File: src/rtl/tdq_ram.sv
// Generic simple dual-port RAM with one write port and a registered read port.
module tdq_ram #(
    parameter int WIDTH = 8,
    parameter int DEPTH = 64
) (
    input  logic                     i_clk,
    input  logic                     i_wr_en,
    input  logic [$clog2(DEPTH)-1:0] i_wr_addr,
    input  logic [WIDTH-1:0]         i_wr_data,
    input  logic [$clog2(DEPTH)-1:0] i_rd_addr,
    output logic [WIDTH-1:0]         o_rd_data
);

    logic [WIDTH-1:0] r_mem [DEPTH];
    logic [WIDTH-1:0] r_rd_data;

    always_ff @(posedge i_clk) begin
        if (i_wr_en) begin
            r_mem[i_wr_addr] <= i_wr_data;
        end
        r_rd_data <= r_mem[i_rd_addr];
    end

    assign o_rd_data = r_rd_data;

endmodule
File: config.mk
export PLATFORM = sky130hd
export DESIGN_NAME = tdq_ram
export DESIGN_NICKNAME = d
export VERILOG_FILES = /design/src/rtl/tdq_ram.sv
export SDC_FILE = /design/constraint.sdc
export NUM_CORES = 1
export LEC_CHECK = 0
export BUFFER_PORTS_ARGS = -buffer_cell sky130_fd_sc_hd__buf_4
export CAP_MARGIN = 0
export CELL_PAD_IN_SITES_DETAIL_PLACEMENT = 2
export CELL_PAD_IN_SITES_GLOBAL_PLACEMENT = 2
export CORE_MARGIN = 2
export CORE_UTILIZATION = 49
export DETAILED_ROUTE_END_ITERATION = 10
export PLACE_DENSITY_LB_ADDON = 0.3
export REMOVE_ABC_BUFFERS = 1
export SLEW_MARGIN = 20
export SYNTH_ARGS = -nofsm -noshare
export SYNTH_HDL_FRONTEND = slang
export SYNTH_SLANG_ARGS = --single-unit
export TNS_END_PERCENT = 50
File: constraint.sdc
create_clock -name i_clk -period 2.35 [get_ports i_clk]
set_input_delay 0.235 -clock i_clk [delete_from_list [all_inputs] [get_ports i_clk]]
set_output_delay 0.235 -clock i_clk [all_outputs]
set_load 0.01 [all_outputs]
==> flow_summary.json, run 1 <==
{
  "status": "completed",
  "initial_core_util": 0.495,
  "cts_sinks": 520,
  "syn_area_um2": 20200,
  "slew_headroom": 0.454,
  "ir_drop_mv": 0.656,
  "critical_path_class": "register to register",
  "crit_chain": "mux4_2 > mux4_2 > o21ai_0 > nand2_1",
  "grt_pass1_vias": 11500,
  "layout.cells.non_filler": 1653,
  "cp_max_fo": 1,
  "post_cts_resized": 0,
  "fin_area_um2": 23400,
  "vias": 10800,
  "grt_max_degree": 65,
  "synth_top_flop_cell": "edfxtp_1",
  "finalMaxSlewViolations": 0,
  "whs_path_depth": 2,
  "cts_setup_buffers": 0,
  "whs_endpoint": "o_rd_data[5]$_DFF_P_",
  "synth_edf_count": 512,
  "drc": 0,
  "reg2reg_slack_ns": 0.09,
  "fin_nets": 1102,
  "drtPass1Iterations": 5,
  "reg2reg_from": "r_mem[34][7]$_DFFE_PP_",
  "cts_buffers": 53,
  "endpoint_kind": "register",
  "wl_met3_mm": 4.26,
  "wl_met2_mm": 31.6,
  "period_needed_ns": 2.26,
  "hold_path.class": "input port to register",
  "ys_warn_count": 0,
  "skew_ns": 0.0226,
  "p_per_area_nw_per_um2": 860,
  "die_area_um2": 42800,
  "ant_nets": 0,
  "clkLatencyLatePin_ns": 0.62,
  "drt_iter0_drc": 1218,
  "synth_seq_area_share": 0.770,
  "die_w_um": 207,
  "cts.htree.levels": 2,
  "min_period_over_period": 0.963,
  "hold-worst-slack_ns": 0.0669,
  "die_h_um": 207,
  "startpoint_type": "register",
  "synth.distinct_cells": 40,
  "async_flop_share": 0,
  "cts.path.max_buffers": 3,
  "tightestPinTransition_ns": 0.819,
  "design.portCount": 30,
  "overflow": 0,
  "dpl_cell_area_um2": 21600,
  "cp_slowest_cell": "o21ai_0",
  "dp.cells": 1557,
  "cp_slowest_stage_delay_ns": 0.55,
  "syn_area_per_cell_um2": 21.5,
  "path_clk_slew_ns": 0.07,
  "area_growth_pct": 15.8,
  "row_count": 74,
  "highest-signal-layer": "met4",
  "grt_pass1_wl_mm": 90.5,
  "cts_root_buf": "clkbuf_16",
  "arrival_ns": 2.72,
  "fill_cells": 3350,
  "p_leak_nw": 7.53,
  "place.gp.congestion": 0.780,
  "hp-start": "i_rd_addr[5]",
  "coreArea_um2": 40700,
  "syn-instance-count": 940,
  "drive_gt1_frac": 0.317,
  "r2r_cells": 4,
  "track_usage": 0.309,
  "path_common_cell": "mux4_2",
  "rsz0062_at_grt": "false",
  "totalWireLength_mm": 64.1,
  "cts_tree": "built",
  "r2r_end": "o_rd_data[7]$_DFF_P_",
  "viasPerCell": 6.55,
  "postCtsHoldBufs": 0,
  "crit_required_ns": 2.81,
  "portBuffers": 29,
  "setup_viol": 0,
  "wire_per_inst_um": 38.8,
  "hold_viol": 0,
  "antenna_found_initial": 1,
  "synth_seq_cells": 520,
  "met1Wirelength_mm": 25.8,
  "clock.fmax_mhz": 442,
  "max_cap_violations": 0,
  "dpl.hpwl_mm": 37.9
}
worst max-delay path, delay by kind of cell, from the launching register on:
family / cells / cell delay, ns
AO/OA/AOI/OAI: 1 / 0.55
flip-flops: 1 / 0.48
AND/OR/NAND/NOR: 1 / 0.09
multiplexers: 2 / 0.99
sequential cells by signal (all words and copies together), names as in the netlist:
signal / cells
o_rd_data: 8
r_mem: 512
worst max-delay path by stage:
stage	slack, ns	cells past startpoint	end	start
after floorplan	0.67	5	o_rd_data[4]$_DFF_P_	r_mem[29][4]$_DFFE_PP_
after global placement	-0.11	7	o_rd_data[6]$_DFF_P_	i_rd_addr[0]
after detailed placement	-0.17	7	o_rd_data[3]$_DFF_P_	i_rd_addr[0]
after CTS	0.02	6	o_rd_data[6]$_DFF_P_	r_mem[21][6]$_DFFE_PP_
after global routing	0.07	4	o_rd_data[7]$_DFF_P_	r_mem[34][7]$_DFFE_PP_
final	0.09	4	o_rd_data[7]$_DFF_P_	r_mem[34][7]$_DFFE_PP_
cells by family (layout without fill, tap and decap cells):
family                 count (synthesis)  count (layout)  synth area share
other                                  0               1                 0
flip-flops                           520             520             0.770
buffers and inverters                 51             231            0.0157
AO/OA/AOI/OAI                         54              54            0.0207
AND/OR/NAND/NOR                      153             153            0.0339
multiplexers                         162             162             0.159
layer usage:
| metal | global-route usage | vias to the layer above |
|---|---|---|
| met5 | 0 | - |
| met4 | 0.130 | 0 |
| met3 | 0.0490 | 132 |
| met2 | 0.498 | 579 |
| met1 | 0.426 | 5905 |
| li1 | - | 4207 |
area by class of cell:
class                           count  area, µm²  share of cell area
Sequential cell                   520      15500               0.665
Tap cell                          532        666              0.0285
Multi-Input combinational cell    369       4320               0.185
Timing Repair Buffer              136       1130              0.0483
Clock buffer                       69       1450              0.0619
Antenna cell                        1       2.50            0.000107
Clock inverter                     26        255              0.0109
stage by stage:
stage / setup WS, ns / util / power [W] / TNS [ns]
after floorplan: 0.666 / - / 0.0109 / 0
after global placement: -0.111 / 0.531 / 0.0115 / -0.198
after detailed placement: -0.170 / 0.531 / 0.0116 / -0.726
after CTS: 0.0236 / 0.573 / 0.0202 / 0
after global routing: 0.0741 / 0.573 / 0.0205 / 0
final: 0.0874 / 0.573 / 0.0201 / 0
placed cells by master, fill, tap and decap left out, drive strengths merged, types with 3 or more instances in the layout:
cell,Yosys,routed
clkinv,0,18
mux2i,23,23
nor3,7,7
o22ai,8,8
dfxtp,8,8
clkbuf,17,70
bufinv,0,5
nor2b,14,14
a22oi,3,3
a21oi,3,3
a221oi,6,6
nand2b,7,7
o21ai,4,4
mux2,13,13
o2111ai,3,3
a211oi,4,4
nand3,13,13
edfxtp,512,512
nand2,19,19
buf,34,135
nor2,83,83
o221ai,8,8
o2bb2ai,3,3
mux4,126,126
nand3b,3,3
power breakdown:
group	internal, W	switching (W)	leakage [nW]
clock network	0.00487	0.00377	0.840
logic	0.000417	0.000702	2.02
registers	0.0103	0.0000464	4.67
cells in the mapped netlist, types with 6 or more instances:
library cell	instances	share of area
o221ai_1	8	0.0035
nand3_1	13	0.0032
nor2_1	83	0.015
nor2b_1	14	0.0043
a221oi_1	6	0.0026
dfxtp_1	8	0.0079
nand2b_1	7	0.0022
nor3_1	7	0.0017
mux4_2	126	0.14
mux2i_1	23	0.011
buf_2	11	0.0027
clkbuf_1	17	0.0032
mux2_2	13	0.0073
buf_4	13	0.0048
edfxtp_1	512	0.76
nand2_1	19	0.0035
o22ai_1	8	0.0025
(Power assumes the default switching activity.)
==> inputs of run 2 (changes only) <==
Settings changed: CTS_BUF_LIST from default to sky130_fd_sc_hd__clkbuf_8, REMOVE_ABC_BUFFERS 1 to default.
==> run 2 against run 1 <==
Sequential power is essentially flat. First-iteration DRC count shrank 9.6%. Total power shrank 5.1%. Routed wire length shrank 4.9%. Maximum frequency grew 1.6%. Global-route usage shrank 1.1 points.
==> flow_summary.json, run 2 (synthesis results as in run 1) <==
{
  "clock.fmax_mhz": 449,
  "min_period_over_period": 0.948,
  "dpl.hpwl_mm": 37.8,
  "crit_required_ns": 2.90,
  "die_h_um": 207,
  "cts_tree": "built",
  "grtUsageMet3": 0.0509,
  "setup_viol": 0,
  "design.portCount": 30,
  "syn_nets": 962,
  "tightestPinTransition_ns": 0.821,
  "finalMaxSlewViolations": 0,
  "cp_slowest_stage_delay_ns": 0.74,
  "endpoint_kind": "register",
  "fin_ws_ns": 0.122,
  "drc": 0,
  "fin_nets": 1145,
  "top_usage_layer": "met2",
  "drt_iter0_drc": 1101,
  "layout_common_cells": "512 x edfxtp_1, 134 x buf_4, 126 x mux4_2",
  "seqPwrFrac": 0.541,
  "vias": 10800,
  "ant_nets": 0,
  "p_int_w": 0.0145,
  "skew_ns": 0.0343,
  "row_count": 74,
  "wire_per_inst_um": 35.4,
  "fill_cells": 3378,
  "totalWireLength_mm": 61.0,
  "critical_path_class": "register to register",
  "cts.htree.levels": 3,
  "die_w_um": 207,
  "hold_path.class": "input port to register",
  "netSwitchingPower_w": 0.00452,
  "antenna_found_initial": 2,
  "grt_max_degree": 65,
  "p_per_area_nw_per_um2": 816,
  "grt_pass1_vias": 11700,
  "dp.cells": 1567,
  "slew_headroom": 0.438,
  "final_common_cell": "edfxtp_1",
  "max_cap_violations": 0,
  "cts.path.max_buffers": 3,
  "clkLatencyLatePin_ns": 0.68,
  "rsz0062_at_grt": "false",
  "cts_sinks": 520,
  "path_clk_slew_ns": 0.06,
  "drtPass1Iterations": 5,
  "layout.cells.non_filler": 1723,
  "status": "completed",
  "place.gp.congestion": 0.806,
  "regMostFlops": "r_mem",
  "startpoint_type": "register",
  "hold_viol": 0,
  "initial_core_util": 0.495,
  "p_comb_frac": 0.058,
  "viasPerCell": 6.26,
  "clock_power_share": 0.400,
  "cp_slowest_cell": "a2111oi_0",
  "track_usage": 0.299,
  "grtUsageMet1": 0.395,
  "crit_chain": "mux4_2 > nor2b_1 > a2111oi_0 > buf_4 > o41ai_1",
  "cts_buffers": 85,
  "p_leak_nw": 7.66,
  "overflow": 0,
  "portBuffers": 29,
  "num_antenna_cells": 0,
  "cts_root_buf": "clkbuf_8",
  "coreArea_um2": 40700,
  "cp_max_fo": 1,
  "swShare": 0.237,
  "ir_drop_mv": 0.553,
  "pre_cts_ws_ns": -0.397,
  "arrival_ns": 2.77,
  "utilization": 0.573,
  "period_needed_ns": 2.23,
  "die_area_um2": 42800,
  "largest_register_ffs": 512,
  "post_cts_resized": 0,
  "drive_gt1_frac": 0.335,
  "area_growth_pct": 15.8,
  "grtUsageMet2": 0.501,
  "grt_pass1_wl_mm": 87.9
}
==> run 2: cell count changes in the layout (fill, tap and decap cells not counted), sizes merged, moves of 2 or more <==
| cell | previous run | this run |
|---|---|---|
| buf | 135 | 145 |
| bufinv | 5 | 2 |
| clkbuf | 70 | 93 |
| clkinv | 18 | 33 |
| clkinvlp | 1 | 3 |
| inv | 2 | 25 |
==> run 2: timing repair <==
action | in CTS | in global routing
buffers inserted | 0 | 0
hold buffers | 1 | 0
hold endpoints to repair | 5 | 0
==> run 2: routing by layer <==
layer | up-vias | part of all wire
li1 | 4300 | -
met4 | 2 | 0.034
met5 | - | 0.00016
met2 | 520 | 0.51
met3 | 145 | 0.063
met1 | 5824 | 0.39
==> run 2: cell type report <==
cell class | count | area, µm² | area share
clock inverters | 63 | 323 | 0.0138
clock buffers | 92 | 1270 | 0.0542
flip-flops and latches | 520 | 15500 | 0.665
repair buffers | 147 | 1250 | 0.0535
well taps | 532 | 666 | 0.0285
multi-input cells | 369 | 4320 | 0.185
==> run 2: final timing paths <==
path,startpoint,end,cells past startpoint,slack (ns)
max,r_mem[3][5]$_DFFE_PP_,o_rd_data[5]$_DFF_P_,5,0.12
min,i_wr_addr[1],r_mem[48][1]$_DFFE_PP_,3,0.13
max reg2reg,r_mem[3][5]$_DFFE_PP_,o_rd_data[5]$_DFF_P_,5,0.12
min reg2reg,r_mem[31][4]$_DFFE_PP_,o_rd_data[4]$_DFF_P_,3,0.90
==> run 2: through the flow <==
stage | hold slack (ns) | total power, W | cell area [µm²] | TNS [ns]
after floorplan | 0.334 | 0.0110 | 20200 | 0
after global placement | 0.608 | 0.0115 | 21800 | -0.994
after detailed placement | 0.633 | 0.0116 | 21800 | -1.44
after CTS | 0.0806 | 0.0192 | 23400 | 0
after global routing | 0.110 | 0.0196 | 23400 | 0
final | 0.126 | 0.0191 | 23400 | 0
==> run 2: power by group through the flow <==
stage	registers, W	clock network [W]	logic [W]
2_1_floorplan	0.0105	0	0.000547
3_3_place_gp	0.0105	0	0.00103
3_5_place_dp	0.0105	0	0.00110
4_1_cts	0.0103	0.00779	0.00112
5_1_grt	0.0103	0.00809	0.00116
6_report	0.0103	0.00763	0.00111
==> run 2: critical path, delay by kind of cell, from the launching register on <==
family          cells  cell delay, ns
compound gates      2            0.82
simple gates        1            0.15
buf+inv             1            0.26
flops               1            0.36
mux                 1            0.51
